===== config.mk =====
export PLATFORM = sky130hd
export DESIGN_NAME = scp_lane
export DESIGN_NICKNAME = d
export VERILOG_FILES = /design/src/sv/scp_pkg.sv /design/src/sv/scp_lane.sv
export SDC_FILE = /design/constraint.sdc
export NUM_CORES = 1
export LEC_CHECK = 0
export BUFFER_PORTS_ARGS = -buffer_cell sky130_fd_sc_hd__buf_2
export CORE_ASPECT_RATIO = 2
export CORE_MARGIN = 5
export CORE_UTILIZATION = 56
export CTS_BUF_LIST = sky130_fd_sc_hd__clkbuf_2 sky130_fd_sc_hd__clkbuf_4 sky130_fd_sc_hd__clkbuf_8
export CTS_CLUSTER_DIAMETER = 200
export DETAILED_ROUTE_END_ITERATION = 10
export GPL_ROUTABILITY_DRIVEN = 0
export PLACE_DENSITY = 0.82
export RECOVER_POWER = 100
export SKIP_CTS_REPAIR_TIMING = 1
export SLEW_MARGIN = 0
export SYNTH_ARGS = -nofsm -noshare
export SYNTH_HDL_FRONTEND = slang
export SYNTH_SLANG_ARGS = --single-unit
export TNS_END_PERCENT = 30

===== constraint.sdc =====
create_clock -name clk_i -period 3.95 [get_ports clk_i]
set_input_delay 0 -clock clk_i [delete_from_list [all_inputs] [get_ports clk_i]]
set_output_delay 0 -clock clk_i [all_outputs]
set_load 0.01 [all_outputs]

===== src/sv/scp_pkg.sv =====
// Shared types, codes and constants of the scope capture trigger.
`timescale 1ns / 1ps
package scp_pkg;

  localparam int CHANNELS_DEF   = 4;
  localparam int RING_WORDS_DEF = 4096;
  localparam int CODE_FIELDS    = 4;
  localparam int CODE_W         = 14;
  localparam int SUM_W          = 30;
  localparam int SAMPLE_W       = 16;
  localparam int DEC_W          = 16;
  localparam int REQ_W          = 3;
  localparam int IN_DATA_W      = 104;
  localparam int OUT_DATA_W     = 56;
  localparam int CFG_IDX_W      = 3;
  localparam int CFG_DATA_W     = 16;

  localparam logic [SAMPLE_W-1:0] SAMPLE_MAX = 16'hFFFF;

  // request codes
  localparam logic [REQ_W-1:0] REQ_ARM     = 3'd0;
  localparam logic [REQ_W-1:0] REQ_SCAN    = 3'd1;
  localparam logic [REQ_W-1:0] REQ_TIME    = 3'd2;
  localparam logic [REQ_W-1:0] REQ_ABORT   = 3'd3;
  localparam logic [REQ_W-1:0] REQ_OVERRUN = 3'd4;
  localparam logic [REQ_W-1:0] REQ_READ    = 3'd5;

  // configuration register indexes
  localparam logic [CFG_IDX_W-1:0] CFG_SLOTS   = 3'd0;
  localparam logic [CFG_IDX_W-1:0] CFG_DECIM   = 3'd1;
  localparam logic [CFG_IDX_W-1:0] CFG_RECLEN  = 3'd2;
  localparam logic [CFG_IDX_W-1:0] CFG_PRETRIG = 3'd3;
  localparam logic [CFG_IDX_W-1:0] CFG_TRIGCTL = 3'd4;
  localparam logic [CFG_IDX_W-1:0] CFG_LEVEL   = 3'd5;
  localparam logic [CFG_IDX_W-1:0] CFG_HYST    = 3'd6;
  localparam logic [CFG_IDX_W-1:0] CFG_TIMEOUT = 3'd7;

  // trigger modes
  localparam logic [1:0] MODE_FREE = 2'd0;
  localparam logic [1:0] MODE_AUTO = 2'd1;
  localparam logic [1:0] MODE_NORM = 2'd2;

  // read status codes
  localparam logic [1:0] RD_OK     = 2'd0;
  localparam logic [1:0] RD_NOREC  = 2'd1;
  localparam logic [1:0] RD_RANGE  = 2'd2;

  typedef enum logic [2:0] {
    PH_IDLE     = 3'd0,
    PH_FILLING  = 3'd1,
    PH_WAITING  = 3'd2,
    PH_POST     = 3'd3,
    PH_COMPLETE = 3'd4,
    PH_ABORTED  = 3'd5,
    PH_OVERRUN  = 3'd6
  } phase_e;

  typedef struct packed {
    logic clr;   // zero the running sum
    logic scan;  // add this scan's code
    logic fin;   // close the frame and start the average
  } lane_ctl_t;

endpackage


===== src/sv/scp_lane.sv =====
// One channel lane: box-car sum and bit-serial average with saturation.
`timescale 1ns / 1ps
module scp_lane (
  input  logic                              clk_i,
  input  logic                              rst_ni,
  input  scp_pkg::lane_ctl_t                ctl_i,
  input  logic                              en_i,
  input  logic [scp_pkg::CODE_W-1:0]        code_i,
  input  logic [scp_pkg::DEC_W-1:0]         dec_i,
  output logic                              busy_o,
  output logic [scp_pkg::SAMPLE_W-1:0]      avg_o
);
  import scp_pkg::*;

  localparam int QW = SUM_W + 2;

  logic [SUM_W-1:0] sum_q, sum_d, sum_add;
  logic [QW-1:0]    quo_q, quo_d;
  logic [DEC_W-1:0] rem_q, rem_d;
  logic [5:0]       cnt_q, cnt_d;
  logic             busy_q, busy_d;
  logic [DEC_W:0]   rem_sh;

  always_comb begin
    sum_add = (en_i && ctl_i.scan) ? sum_q + SUM_W'(code_i) : sum_q;
    sum_d   = sum_add;
    quo_d   = quo_q;
    rem_d   = rem_q;
    cnt_d   = cnt_q;
    busy_d  = busy_q;
    rem_sh  = {rem_q, quo_q[QW-1]};
    if (ctl_i.clr) begin
      sum_d = '0;
    end else if (ctl_i.fin) begin
      // sum times four, then shift it through the restoring divider
      quo_d  = {sum_add, 2'b00};
      rem_d  = '0;
      cnt_d  = '0;
      busy_d = 1'b1;
      sum_d  = '0;
    end else if (busy_q) begin
      if (rem_sh >= {1'b0, dec_i}) begin
        rem_d = DEC_W'(rem_sh - {1'b0, dec_i});
        quo_d = {quo_q[QW-2:0], 1'b1};
      end else begin
        rem_d = rem_sh[DEC_W-1:0];
        quo_d = {quo_q[QW-2:0], 1'b0};
      end
      cnt_d = cnt_q + 6'd1;
      if (cnt_q == 6'(QW - 1)) begin
        busy_d = 1'b0;
      end
    end
  end

  always_ff @(posedge clk_i or negedge rst_ni) begin
    if (!rst_ni) begin
      sum_q  <= '0;
      cnt_q  <= '0;
      busy_q <= 1'b0;
    end else begin
      sum_q  <= sum_d;
      cnt_q  <= cnt_d;
      busy_q <= busy_d;
    end
  end

  always_ff @(posedge clk_i) begin
    quo_q <= quo_d;
    rem_q <= rem_d;
  end

  assign busy_o = busy_q;
  assign avg_o  = (|quo_q[QW-1:SAMPLE_W]) ? SAMPLE_MAX : quo_q[SAMPLE_W-1:0];

endmodule


==> results of run 1 <==
worst paths after layout:
| path | startpoint | endpoint | cells past startpoint |
|---|---|---|---|
| worst min register to register | cnt_q[1]$_DFFE_PN0P_ | cnt_q[1]$_DFFE_PN0P_ | 2 |
| worst max-delay path | rem_q[5]$_SDFFCE_PP0P_ | rem_q[14]$_SDFFCE_PP0P_ | 8 |
| worst max register to register | rem_q[5]$_SDFFCE_PP0P_ | rem_q[14]$_SDFFCE_PP0P_ | 8 |
| min in group asynchronous | rst_ni | sum_q[19]$_DFF_PN0_ | 2 |
| worst min-delay path | code_i[0] | sum_q[0]$_DFF_PN0_ | 4 |
| max in group asynchronous | rst_ni | sum_q[21]$_DFF_PN0_ | 2 |
sequential cells by signal, indices dropped and copies added (netlist names):
name and cells:
rem_q 16, busy_o 1, sum_q 30, cnt_q 6, quo_q 32
cell families (layout without fill, tap and decap cells):
group           after synthesis  in the layout  synth area share
xor+xnor                     38             38            0.0608
compound gates              136            136             0.167
flops                        85             85             0.433
fa+ha+maj                    33             33            0.0782
buf+inv                      55            105            0.0400
simple gates                217            217             0.195
mux                          14             14            0.0258
routing by layer:
layer,share of wire,up-vias,track usage
met3,0.042,58,0.0428
met1,0.37,2156,0.241
met2,0.54,155,0.429
met5,0,-,0
met4,0.050,0,0.143
li1,-,2156,-
through the flow:
step	instance area [um^2]	std cells
6_report	5980	760
3_3_place_gp	5820	742
3_5_place_dp	5820	742
5_1_grt	5980	760
2_1_floorplan	5470	578
4_1_cts	6030	758
critical path, cell delays in order (launching register included):
cell and delay [ps]:
edfxtp_1 400, ha_1 360, a21oi_1 230, o22ai_1 120, a211oi_1 320, a32oi_1 290, a21oi_4 720, nor2_2 70
a32o_1 330
final cells by class:
type | instances | area, um^2
fill | 794 | 3660
clock inverter | 5 | 58.8
multi-input combinational | 438 | 2850
tap | 132 | 165
sequential | 85 | 2370
inverter | 33 | 124
clock buffer | 11 | 145
timing repair buffer | 56 | 265
report_power, final:
group          internal, uW  switching (uW)  leakage, uW
registers              1020            38.2     0.000991
logic                   209             304      0.00140
clock network           318             322     0.000101
placed cells by master, fill, tap and decap left out, drive strengths merged, types with 7 or more instances in the layout:
master	count
a21o	8
o21ai	19
dfrtp	37
clkbuf	32
nor3	8
nor2b	11
or2	17
ha	31
a21oi	62
edfxtp	48
nand3	16
xnor2	23
buf	33
nand4	12
mux2i	13
nand2	33
xor2	15
nor2	84
and2	7
inv	34
==> summary.md, run 1 <==
| Metric | Value |
|---|---|
| Reg clk slew, reported paths | roughly 90 ps |
| RSZ-0062 raised after global routing | false |
| Fraction of layout cells with a size suffix above 1 | 0.121 |
| Tightest Pin Transition | between 2000 and 2500 ps |
| Starting density of the core | 0.568 |
| Vias in the first global route | between 4000 and 5000 |
| Fin. Hold Viols | 0 |
| Skew-Pair Late Insertion Delay | roughly 370 ps |
| H-tree depth | 3 |
| Yosys reg bits | 85 |
| Vias per cell | a little under 6 |
| Fin crit period | slightly above 3000 ps |
| Largest net degree at the start of global routing | 45 |
| Peak VDD IR | between 0.2 and 0.25 mV |
| Synth cell types | 64 |
| Sequential share of the synthesized area | 0.433 |
| Drt wl/cell | ~18 um |
| Outcome | finished, violations left |
| Commonest cells in the netlist | nor2_1, a21oi_1, edfxtp_1, dfrtp_1 |
| Area contributors post-synth | edfxtp_1, dfrtp_1, ha_1 |
| Top-area cell type share of the netlist area | 0.263 |
| HP Class | in2reg |
| DR pass1 iterations | 7 |
| Final core utilization | 0.620 |
| CP Launch Type | flip-flop |
| EDFF count, synth | 48 |
| PnR worst setup slack | just under 900 ps |
| Die area | 0.0120 mm^2 |
| Core ar. | 0.00964 mm^2 |
| Clk_skew | 15.2 ps |
| Dpl ws | approximately 1100 ps |
| PD cells | 369 mW/mm^2 |
| Total power | ~2200 uW |
| Fin nets | ~690 |
| Chip height | between 100 and 150 um |
| Global-route wire length before repair | 21.9 mm |
| Setup crit end kind | flip-flop |
| CP Data Required Time | between 4000 and 5000 ps |
| Fin Hold WS | 89.2 ps |
| Setup violations, final | 0 |
| Detailed placer's ending HPWL | ~10 mm |
| Final Max Tran Viols | about 160 |
| Drc violations | 0 |
| Die Width | between 70 and 80 um |
| Fmax | 0.325 GHz |
| Fin Setup TNS | 0 ps |
| Biggest area consumer among synthesized cells | edfxtp_1 |
| Layout area overhead | 9.26% |
| Clk root buf | clkbuf_8 |
| Antenna viol nets, final | 0 |
| Top-count cell post-synth | nor2_1 |
| Initial antenna violation count | 0 |
| Arrival time worst endpoint | around 3200 ps |
| CTS tree | yes |
| Clock buffer depth | 2 |
| Maxcap violations | 4 |
| Tcrit/Tclk final | 0.779 |
| Leak pwr | 0.00249 uW |
| Setup slack, reg-to-reg | slightly below 900 ps |
| Kind of critical path | reg2reg |
| Critical path fanouts, max | 23 |
| Mapped cell area | around 0.0055 mm^2 |
| DR vias | between 4000 and 5000 |
| Async S/R FF share, synth | 0.435 |
| CTS Sinks | between 80 and 90 |
| I/O pin count | 53 |
| CTS Buf Count | 9 |
| DR iter-0 viols | between 300 and 400 |
| Relative slew slack | -0.425 |
| Rows | 51 |
| Buffers on Ports | 52 |
| Synthesized instance count | between 500 and 600 |
| Synth warnings | 0 |
| Diodes inserted | 0 |
| GRT Total Usage | 0.235 |
| GR Overflow Total | 0 |
| Syn_area_per_cell | between 9 and 10 um^2 |
| Violated checks | capacitance limit, slew limit |
| Routed WL | 13.3 mm |
| Synth Net Count | 647 |
| Main synth FF type | edfxtp_1 |
Note: power is estimated with default switching activity, not from simulation.
==> inputs of run 2 (changes only) <==
--- a/config.mk
+++ b/config.mk
@@ -13,7 +13,7 @@
 export CTS_CLUSTER_DIAMETER = 200
 export DETAILED_ROUTE_END_ITERATION = 10
 export GPL_ROUTABILITY_DRIVEN = 0
-export PLACE_DENSITY = 0.82
+export PLACE_DENSITY = 0.85
 export RECOVER_POWER = 100
 export SKIP_CTS_REPAIR_TIMING = 1
 export SLEW_MARGIN = 0
==> constraint.sdc (replaced) <==
create_clock -name clk_i -period 2.65 [get_ports clk_i]
set_input_delay 0 -clock clk_i [delete_from_list [all_inputs] [get_ports clk_i]]
set_output_delay 0 -clock clk_i [all_outputs]
set_load 0.01 [all_outputs]
==> run 2 against run 1 <==
Against the previous run:
- sequential power grew 50%
- combinational power grew 65%
- register-to-register slack lost 810 ps
- critical path type unchanged
- global-route usage shrank 0.24 points
- the run ends with hold timing, capacitance limit, slew limit left
- cell count grew 1.3%
- via count grew 1.8%
==> summary.md, run 2 (same netlist as run 1, synthesis figures left out) <==
| Metric | Value |
|---|---|
| Buffers on Ports | 52 (unchanged) |
| Kind of critical path | reg2reg (unchanged) |
| Core ar. | 0.00964 mm^2 (unchanged) |
| Dpl ws | 30.7 ps (was 1070 ps) |
| DR pass1 iterations | 5 (was 7) |
| Clock buffer depth | 2 (unchanged) |
| CP Launch Type | flip-flop (unchanged) |
| DR vias | 4605 (was 4525) |
| Drt wl/cell | 17.4 um (was 17.6 um) |
| Commonest non-fill, non-tap cell in the layout | nor2_1 (unchanged) |
| WL met1 | 4.93 mm (was 4.90 mm) |
| Tcrit/Tclk final | 0.976 (was 0.779) |
| CTS Sinks | 85 (unchanged) |
| Vias in the first global route | 4673 (was 4718) |
| Die area | 0.0120 mm^2 (unchanged) |
| Maxcap violations | 1 (was 4) |
| Most frequent cells in the layout | nor2_1, a21oi_1, buf_2 (was nor2_1, a21oi_1, edfxtp_1) |
| Register area | 0.00237 mm^2 (unchanged) |
| Routed WL | 13.4 mm (was 13.3 mm) |
| Vias per cell | 5.98 (was 5.95) |
| Initial antenna violation count | 0 (unchanged) |
| Fill cells | 773 (was 794) |
| Fin. Hold Viols | 2 (was 0) |
| Largest register FFs | 32 (unchanged) |
| I/O pin count | 53 (unchanged) |
| Setup slack, reg-to-reg | 60 ps (was 870 ps) |
| Tightest Pin Transition | 2180 ps (was 2140 ps) |
| Fin crit period | 2590 ps (was 3080 ps) |
| Top reg by flops | quo_q (unchanged) |
| Clk_skew | 14.9 ps (was 15.2 ps) |
| Fin nets | 702 (was 692) |
| WL met3 | 633 um (was 554 um) |
| Highest routed layer | met4 (unchanged) |
| Arrival time worst endpoint | 2810 ps (was 3210 ps) |
| PnR worst setup slack | 64.8 ps (was 874 ps) |
| Largest net degree at the start of global routing | 51 (was 45) |
| Final Max Tran Viols | 38 (was 156) |
| Antenna viol nets, final | 0 (unchanged) |
| Leak pwr | 0.00257 uW (was 0.00249 uW) |
| Rows | 51 (unchanged) |
| GRT Total Usage | 0.233 (was 0.235) |
| Starting density of the core | 0.568 (unchanged) |
| Fmax | 0.387 GHz (was 0.325 GHz) |
| Fin Hold WS | -15.4 ps (was 89.2 ps) |
| Global-route wire length before repair | 21.6 mm (was 21.9 mm) |
| Drc violations | 0 (unchanged) |
| DR iter-0 viols | 271 (was 339) |
| Crit path max-delay family | compound AO/OA/AOI/OAI gates (unchanged) |
| Diodes inserted | 0 (unchanged) |
| Violated checks | hold timing, capacitance limit, slew limit (was capacitance limit, slew limit) |
| Met2 wire len | 7.27 mm (was 7.22 mm) |
| Chip height | 150 um (unchanged) |
| CTS Buf Count | 9 (unchanged) |
| Worst-path cell chain | ha_2 > nand4_1 > o22ai_1 > a211oi_2 > a32oi_4 > a21oi_4 > buf_4 > or3b_1 > a21oi_2 (was ha_1 > a21oi_1 > o22ai_1 > a211oi_1 > a32oi_1 > a21oi_4 > nor2_2 > a32o_1) |
| CTS tree | yes (unchanged) |
| RSZ-0062 raised after global routing | true (was false) |
| Die Width | 79.9 um (unchanged) |
| Peak VDD IR | 0.359 mV (was 0.239 mV) |
| Relative slew slack | -0.451 (was -0.425) |
| Buffer and inverter count on the worst path | 1 (was 0) |
| PD cells | 537 mW/mm^2 (was 369 mW/mm^2) |
| Setup crit end kind | flip-flop (unchanged) |
| Reg clk slew, reported paths | 90 ps (about the same) |
| Design area | 0.00618 mm^2 (was 0.00598 mm^2) |
| Area of the multi-input gates | 0.00296 mm^2 (was 0.00285 mm^2) |
| Critical-path top delay cell | edfxtp_1 (was a21oi_4) |
| Detailed placer's ending HPWL | 9.97 mm (was 10.0 mm) |
| Setup violations, final | 0 (unchanged) |
| HP Class | in2reg (unchanged) |
| Outcome | finished, violations left (unchanged) |
| Max incr delay on CP | 460 ps (was 720 ps) |
| Fraction of layout cells with a size suffix above 1 | 0.193 (was 0.121) |
| CP Data Required Time | 2880 ps (was 4080 ps) |
| Critical path fanouts, max | 6 (was 23) |
| H-tree depth | 3 (unchanged) |
| Clk root buf | clkbuf_8 (unchanged) |
| Post-placement cell area | 0.00591 mm^2 (was 0.00582 mm^2) |
| GR Overflow Total | 0 (unchanged) |
| Largest registers | quo_q (32), sum_q (30), rem_q (16) (unchanged) |
| Skew-Pair Late Insertion Delay | 360 ps (was 370 ps) |
| Layout area overhead | 13.0% (was 9.26%) |
-- run 2: changes by cell type in the layout (fill, tap and decap cells not counted), moves of 2 or more --
cell / before / now
a21oi_2: 3 / 6
a21boi_0: 5 / 3
clkbuf_1: 20 / 2
a21oi_1: 58 / 55
clkinv_2: 0 / 3
ha_1: 31 / 26
buf_2: 33 / 50
ha_4: 0 / 2
or2_0: 2 / 0
ha_2: 0 / 3
buf_4: 0 / 10
-- run 2: cell type report --
type | instances | area share
Timing Repair Buffer | 66 | 0.0607
Tap cell | 132 | 0.0267
Inverter | 33 | 0.0200
Multi-Input combinational cell | 438 | 0.479
Clock buffer | 9 | 0.0200
Clock inverter | 7 | 0.0107
Sequential cell | 85 | 0.383
-- run 2: path summary, 6_finish.rpt --
kind | start | endpoint | depth (start not counted)
max | rem_q[9]$_SDFFCE_PP0P_ | rem_q[8]$_SDFFCE_PP0P_ | 9
min | ctl_i[2] | cnt_q[1]$_DFFE_PN0P_ | 3
max reg2reg | rem_q[9]$_SDFFCE_PP0P_ | rem_q[8]$_SDFFCE_PP0P_ | 9
min reg2reg | busy_o$_DFFE_PN0N_ | busy_o$_DFFE_PN0N_ | 1
max in group asynchronous | rst_ni | sum_q[10]$_DFF_PN0_ | 2
min in group asynchronous | rst_ni | sum_q[18]$_DFF_PN0_ | 2
-- run 2: metrics by stage --
stage | cells | hold WS [ps] | util | total power, uW | setup TNS [ps]
6_report | 770 | -15.4 | 0.642 | 3320 | 0
5_1_grt | 770 | 16.0 | 0.642 | 3500 | -129
4_1_cts | 766 | -228 | 0.633 | 3290 | 0
3_5_place_dp | 750 | 168 | 0.613 | 2400 | 0
3_3_place_gp | 750 | 158 | 0.613 | 2370 | 0
2_1_floorplan | 578 | -296 | - | 2180 | 0
-- run 2: power by group --
| part | switching (uW) | internal, uW |
|---|---|---|
| Sequential | 58.6 | 1510 |
| Clock | 471 | 430 |
| Combinational | 481 | 365 |
-- run 2: worst reg2reg max path: cells and delay by family, from the launching register on --
kind,cells,cell delay (ps)
AOI/OAI and AO/OA,5,870
adders and majority gates,1,440
buffers and inverters,1,160
DFF,1,460
and+or+nand+nor,2,510
-- run 2: routing by layer --
| layer | up-vias | GRT usage |
|---|---|---|
| met1 | 2242 | 0.248 |
| met5 | - | 0 |
| met4 | 0 | 0.118 |
| met2 | 141 | 0.428 |
| li1 | 2179 | - |
| met3 | 43 | 0.0373 |
